File: config.mk
export PLATFORM = sky130hd
export DESIGN_NAME = tmcw_ctrl
export DESIGN_NICKNAME = d
export VERILOG_FILES = /design/src/rtl/tmcw_pkg.sv /design/src/rtl/tmcw_ctrl.sv
export SDC_FILE = /design/constraint.sdc
export NUM_CORES = 1
export LEC_CHECK = 0
export ABC_CLOCK_PERIOD_IN_PS = 1800
export BUFFER_PORTS_ARGS = -buffer_cell sky130_fd_sc_hd__buf_2
export CAP_MARGIN = 20
export CORE_AREA = 10 10 47 49
export DETAILED_ROUTE_END_ITERATION = 7
export DIE_AREA = 0 0 57 59
export GPL_ROUTABILITY_DRIVEN = 0
export PLACE_DENSITY = 0.4
export SETUP_SLACK_MARGIN = 0.15
export SKIP_LAST_GASP = 1
export SYNTH_ARGS = -nofsm -noshare
export SYNTH_HDL_FRONTEND = slang
export SYNTH_SLANG_ARGS = --single-unit
File: constraint.sdc
create_clock -name i_clk -period 1.8 [get_ports i_clk]
set_clock_uncertainty 0.05 [all_clocks]
set_input_delay 0.36 -clock i_clk [delete_from_list [all_inputs] [get_ports i_clk]]
set_output_delay 0.36 -clock i_clk [all_outputs]
set_load 0.05 [all_outputs]
File: src/rtl/tmcw_pkg.sv
// Shared types and constants for the UTF-8 text-mode cell writer.
// Used by the controller, the datapath, the top level and the checker.
`timescale 1ns / 1ps
`default_nettype none

package tmcw_pkg;

    localparam int COLUMNS = 80;
    localparam int ROWS    = 25;
    localparam int CELLS   = COLUMNS * ROWS;
    localparam int ADDR_W  = $clog2(CELLS);

    localparam int OP_W    = 3;
    localparam int BYTE_W  = 8;
    localparam int COL_W   = 7;
    localparam int ROW_W   = 5;
    localparam int CP_W    = 21;
    localparam int COLOR_W = 8;
    localparam int CELL_W  = CP_W + COLOR_W;

    typedef enum logic [OP_W-1:0] {
        OP_PUT_BYTE   = 3'd0,
        OP_SET_CURSOR = 3'd1,
        OP_SET_COLOR  = 3'd2,
        OP_CLEAR      = 3'd3,
        OP_READ_CELL  = 3'd4
    } t_op;

    typedef enum logic [1:0] {
        ST_INIT,
        ST_IDLE,
        ST_CLEAR,
        ST_READ
    } t_state;

    localparam logic [BYTE_W-1:0]  BYTE_LF     = 8'h0A;
    localparam logic [BYTE_W-1:0]  BYTE_CR     = 8'h0D;
    localparam logic [BYTE_W-1:0]  ASCII_LIMIT = 8'h80;
    localparam logic [BYTE_W-1:0]  LEAD2_MASK  = 8'hE0;
    localparam logic [BYTE_W-1:0]  LEAD2_CODE  = 8'hC0;
    localparam logic [BYTE_W-1:0]  LEAD2_BITS  = 8'h1F;
    localparam logic [BYTE_W-1:0]  LEAD3_MASK  = 8'hF0;
    localparam logic [BYTE_W-1:0]  LEAD3_CODE  = 8'hE0;
    localparam logic [BYTE_W-1:0]  LEAD3_BITS  = 8'h0F;
    localparam logic [BYTE_W-1:0]  LEAD4_MASK  = 8'hF8;
    localparam logic [BYTE_W-1:0]  LEAD4_CODE  = 8'hF0;
    localparam logic [BYTE_W-1:0]  LEAD4_BITS  = 8'h07;
    localparam logic [BYTE_W-1:0]  CONT_BITS   = 8'h3F;
    localparam logic [CP_W-1:0]    SPACE_CP    = 21'h20;
    localparam logic [COLOR_W-1:0] CLEAR_COLOR = 8'd15;
    localparam logic [COLOR_W-1:0] RESET_COLOR = 8'd7;

    typedef struct packed {
        logic accept;         // input transaction taken this cycle
        logic sweep;          // write the swept cell and advance the sweep address
        logic fill_space;     // sweep writes space and colour 15, otherwise zero
        logic load_out;       // load the result register
        logic cell_from_mem;  // result cell fields come from the read data
    } t_cmd;

    typedef struct packed {
        logic sweep_last;
    } t_status;

endpackage

`default_nettype wire

File: src/rtl/tmcw_ctrl.sv
// Controller state machine of the cell writer: handshakes, clearing sweeps
// and result register valid. Depends on tmcw_pkg.
`timescale 1ns / 1ps
`default_nettype none

module tmcw_ctrl (
    input  wire logic                          i_clk,
    input  wire logic                          i_rst_n,
    input  wire logic                          i_valid,
    output logic                               o_ready,
    input  wire logic [tmcw_pkg::OP_W-1:0]     i_operation,
    output logic                               o_valid,
    input  wire logic                          i_ready,
    input  wire tmcw_pkg::t_status             i_status,
    output tmcw_pkg::t_cmd                     o_cmd
);

    tmcw_pkg::t_state r_state;
    tmcw_pkg::t_state n_state;
    logic             r_out_valid;
    logic             n_out_valid;
    logic             accept;

    // A new transaction is taken only when the result register is free or
    // is being emptied in the same cycle.
    assign o_ready = (r_state == tmcw_pkg::ST_IDLE) && (!r_out_valid || i_ready);
    assign accept  = i_valid && o_ready;
    assign o_valid = r_out_valid;

    always_comb begin
        n_state = r_state;
        case (r_state)
            tmcw_pkg::ST_INIT: begin
                if (i_status.sweep_last) begin
                    n_state = tmcw_pkg::ST_IDLE;
                end
            end
            tmcw_pkg::ST_IDLE: begin
                if (accept) begin
                    if (i_operation == tmcw_pkg::OP_CLEAR) begin
                        n_state = tmcw_pkg::ST_CLEAR;
                    end else if (i_operation == tmcw_pkg::OP_READ_CELL) begin
                        n_state = tmcw_pkg::ST_READ;
                    end
                end
            end
            tmcw_pkg::ST_CLEAR: begin
                if (i_status.sweep_last) begin
                    n_state = tmcw_pkg::ST_IDLE;
                end
            end
            tmcw_pkg::ST_READ: begin
                n_state = tmcw_pkg::ST_IDLE;
            end
            default: begin
                n_state = tmcw_pkg::ST_INIT;
            end
        endcase
    end

    always_comb begin
        o_cmd             = '0;
        o_cmd.accept      = accept;
        case (r_state)
            tmcw_pkg::ST_INIT: begin
                o_cmd.sweep = 1'b1;
            end
            tmcw_pkg::ST_IDLE: begin
                o_cmd.load_out = accept && (i_operation != tmcw_pkg::OP_CLEAR)
                                 && (i_operation != tmcw_pkg::OP_READ_CELL);
            end
            tmcw_pkg::ST_CLEAR: begin
                o_cmd.sweep      = 1'b1;
                o_cmd.fill_space = 1'b1;
                o_cmd.load_out   = i_status.sweep_last;
            end
            tmcw_pkg::ST_READ: begin
                o_cmd.load_out      = 1'b1;
                o_cmd.cell_from_mem = 1'b1;
            end
            default: begin
                o_cmd.sweep = 1'b0;
            end
        endcase
    end

    always_comb begin
        n_out_valid = r_out_valid;
        if (o_cmd.load_out) begin
            n_out_valid = 1'b1;
        end else if (r_out_valid && i_ready) begin
            n_out_valid = 1'b0;
        end
    end

    always_ff @(posedge i_clk) begin
        if (!i_rst_n) begin
            r_state     <= tmcw_pkg::ST_INIT;
            r_out_valid <= 1'b0;
        end else begin
            r_state     <= n_state;
            r_out_valid <= n_out_valid;
        end
    end

endmodule

`default_nettype wire

# ---- Word-level counts from Yosys, hierarchy flattened
# Index checks and enable logic that the tools add are counted.
dict set report totals {
  ramBits 0
  latch_bits 0
  output_inout_bits 7
  regBits 3
  mem_bits_ro 0
  in_bits 8
  wordCells 34
  mem_count 0
}
dict set report classes {
  reduce_logical 11
  order_cmp 0
  div 0
  bitwise_logic 0
  mul 0
  mux 11
  n_addsub 0
  n_eq_ne 10
  n_shift 0
}
# op count
set op_table {}
lappend op_table {{2-to-1 mux 2 bit} 4}
lappend op_table {{case mux 2 bit (3 select lines)} 1}
lappend op_table {{logical AND 1 bit} 5}
lappend op_table {{2-to-1 mux 1 bit} 5}
lappend op_table {{== test 2 bit (second input constant)} 2}
lappend op_table {{== test 3 x 2 -> 1 bit (second input constant)} 1}
lappend op_table {{== test 3 bit (second input constant)} 1}
lappend op_table {{!= test 3 x 1 -> 1 bit (second input constant)} 1}
lappend op_table {{!= test 3 x 2 -> 1 bit (second input constant)} 1}
lappend op_table {{!= test 3 bit (second input constant)} 1}
lappend op_table {{case mux 1 bit (3 select lines)} 1}
lappend op_table {{AND reduction 3 bit} 1}
lappend op_table {{== test 2 x 1 -> 1 bit (second input constant)} 1}
lappend op_table {{zero test 2 bit} 1}
lappend op_table {{!= test 2 x 1 -> 1 bit (second input constant)} 1}
lappend op_table {{!= test 2 bit (second input constant)} 1}
lappend op_table {{nonzero test 2 bit} 1}
lappend op_table {{OR reduction 2 bit} 1}
lappend op_table {{zero test 1 bit} 1}
lappend op_table {{logical OR 1 bit} 1}

# ---- Logic depth before layout (Yosys ltp)
dict set report logic_depth {
  word_depth 8
  ltp_mapped 4
  ltp_nobuf 4
}

# ---- Worst setup path after synthesis
# OpenSTA, ideal clock, no wires.
dict set report synth_path {
  kind {flip-flop to output port}
  from {register r_out_valid, in the netlist o_valid}
  to {output o_ready}
  t_required_ps 1390
  slack_ps -442
  arrival_time_ps 1832
  stages_incl_launch_ff 3
  n_path_buf 0
  path_cell_list {dfxtp_1 > nand2b_1 > nor3b_1}
}
dict set report synth_via {
  elab_chain_len 3
}
# element line
set synth_rtl {}
lappend synth_rtl {{from (decl)} tmcw_ctrl.sv:20} ;# logic r_out_valid;
lappend synth_rtl {{from (signal assigned)} tmcw_ctrl.sv:102} ;# r_out_valid <= n_out_valid;
lappend synth_rtl {{zero test 1 bit} tmcw_ctrl.sv:26} ;# assign o_ready = (r_state == tmcw_pkg::ST_IDLE) && (!r_out_valid || i_ready);
lappend synth_rtl {{logical OR 1 bit} tmcw_ctrl.sv:26}
lappend synth_rtl {{logical AND 1 bit} tmcw_ctrl.sv:26}
lappend synth_rtl {{to (decl)} tmcw_ctrl.sv:10} ;# output logic o_ready,
# No other way between the ends.

==> run summary <==
Synthesized Nets: 34
Buffers on Ports: 14
Num Clock Sinks: 3
Slew HR: 80.2%
Final Net Count: 53
Post-synthesis instance area: 196 um2
Simple-gate portion of the synthesized area: 35.0%
Synth Flop Type: dfxtp_1
Final TNS setup: 0 ns
Die W: 57 um
Yosys warnings: 0
Starting DRT DRC Count: 11
Worst Path Required: 1.39 ns
Min-delay worst type: input port to register
Sequential area share after synthesis: 30.6%
Period utilisation layout: 90.0%
Cells after synthesis: 26
Fraction of layout cells with a size suffix above 1: 54.5%
Inserted Diodes: 0
Crit Path Category: register to primary output
Final hold vios: 0
Slew Limit Fails: 0
Clk Tree Root Cell: clkbuf_4
Max frequency: 617 MHz
Multi-input logic area: 129 um2
Syn_area_per_cell: 7.56 um2
Antenna Violating Nets Remaining: 0
RSZ-0062 raised after global routing: yes
Clk pin slew, worst setup/hold paths: 0.04 ns
Sequential share of power: 27.4%
Post-synth top area cell: dfxtp_1
CP startpoint kind: register
Post-synthesis xor/xnor area fraction: 0%
Post-route cell area: 340 um2
CTS HTree Levels: 1
Fill cells: 169
Post-synth top area share: 30.6%
Drt wl/cell: 11.0 um
Synth cell count leaders: dfxtp_1 (3), nand2_1 (3), o21ai_0 (3)
Synth unique cells: 17
Via/cell ratio: 3.97
Pint: 0.181 mW
Combinational power share: 29.3%
Post-synth EDFFs: 0
Post-CTS Setup Repair Bufs: 0
Dpl hpwl: 570 um
PwrDens: 777 nW/um2
Synth Register Bits: 3
Initial antenna violation count: 0
Worst setup EP type: primary output
Max cap viols: 0
Synth Area in Compound Gates: 22.9%
Remaining Overflow, GRT: 0
TritonCTS Buffers: 3
Outcome: finished, final reports clean
Worst-path fanout max: 5
DRC Markers: 0
Sequential Area: 61.3 um2
Largest net degree at the start of global routing: 6
Clock power frac: 43.3%
Clk_lat worst skew: 0.23 ns
CTS Buffer Depth: 2
Area grow syn2layout: 73.2%
FP Rows: 14
Main combinational cell family by area after synthesis: simple AND/OR/NAND/NOR gates
Psw: 0.0834 mW
CTS Hold Bufs: 0
CTS tree: yes
Final wirelength: 659 um
Initial Util: 14.0%
Ys async rst share: 0%
Peak supply drop: 0.469 mV
Die area: 3360 um2
Worst-Margin Slew: 0.295 ns
Net Sw Frac: 31.5%
Largest cells by area after synthesis: dfxtp_1 (31%), o21ai_0 (7.6%), buf_4 (7.6%), nand2b_1 (6.4%), nor2b_1 (6.4%)
Via Count: 238
IO Pins: 15
Min Tclk post-route: 1.62 ns
Synth Area in Adders: 0%
Core region area: 1400 um2
Post-place instance area: 298 um2
First-pass GRT wire length: 979 um
Vias in the first global route: 243
Final setup vio count: 0
Leak: 0.174 nW
Overall power consumption: 0.264 mW
Total global-route track usage: 3.89%
Die Ht: 59 um
Arr. time, crit path: 1.21 ns
Mux share of post-synthesis cell area: 0%
1st-pass router iterations: 4
flip-flops by register name, summed over array words and instances, names as in the netlist:
name / count
r_state: 2
o_valid: 1
layout by cell type, fill, tap and decap left out, types with 2 or more instances in the layout:
cell	Yosys	routed
buf_2	0	11
buf_4	2	3
clkbuf_4	0	4
dfxtp_1	3	2
nand2_1	3	3
nand2b_1	2	2
nor2b_1	2	2
o21ai_0	3	2
metrics by stage:
step                      hold WS, ns  cells  util [%]  setup WS [ns]
after floorplan                 0.427     26         -          0.221
after global placement          0.586     56      21.3          0.250
after detailed placement        0.570     56      21.3          0.245
after CTS                       0.339     60      24.0          0.134
after global routing            0.360     60      24.3          0.134
final                           0.351     60      24.3          0.179
path summary, 6_finish.rpt:
kind | cells after the start | endpoint | from | slack, ns
worst min-delay path | 2 | o_valid$_SDFFE_PN0P_ | i_rst_n | 0.35
worst min register to register | 3 | o_valid$_SDFFE_PN0P_ | o_valid$_SDFFE_PN0P_ | 0.59
worst max-delay path | 4 | o_cmd[1] | r_state[0]$_SDFFE_PN0P_ | 0.18
worst max register to register | 4 | r_state[1]$_SDFFE_PN0P_ | r_state[1]$_SDFFE_PN0P_ | 0.68
cell families after synthesis:
family | Yosys count
AO/OA/AOI/OAI | 7
flip-flops | 3
AND/OR/NAND/NOR | 12
buffers and inverters | 4
worst max-delay path: stages (launching register included):
cell and delay, ns:
dfxtp_1 0.30, buf_4 0.14, o21ai_0 0.27, o21ai_2 0.10, buf_6 0.16
metal layers:
metal	up-vias	global-route usage [%]	part of all wire (%)
met2	16	3.72	34
met1	100	3.91	43
met3	0	6.44	22
met4	0	1.01	0
met5	-	0	0
li1	122	-	-
area by class of cell:
class	count	area share, %
Tap cell	16	5.88
Multi-Input combinational cell	19	37.9
Sequential cell	3	18.0
Clock buffer	4	7.72
Inverter	2	2.21
Timing Repair Buffer	16	28.3
power by group through the flow:
stage                     clock (mW)  combinational (mW)  sequential [mW]
after floorplan                    0              0.0463           0.0782
after global placement             0              0.0730           0.0735
after detailed placement           0              0.0728           0.0735
after CTS                      0.121              0.0774           0.0724
after global routing           0.128              0.0823           0.0728
final                          0.115              0.0774           0.0725
what timing repair did:
| action | in CTS | in global routing |
|---|---|---|
| setup endpoints to repair | 2 | 3 |
| pin swaps | 0 | 1 |
| gates cloned | 0 | 0 |
| resized for setup | 5 | 2 |
Power figures use the tool's default switching activity.
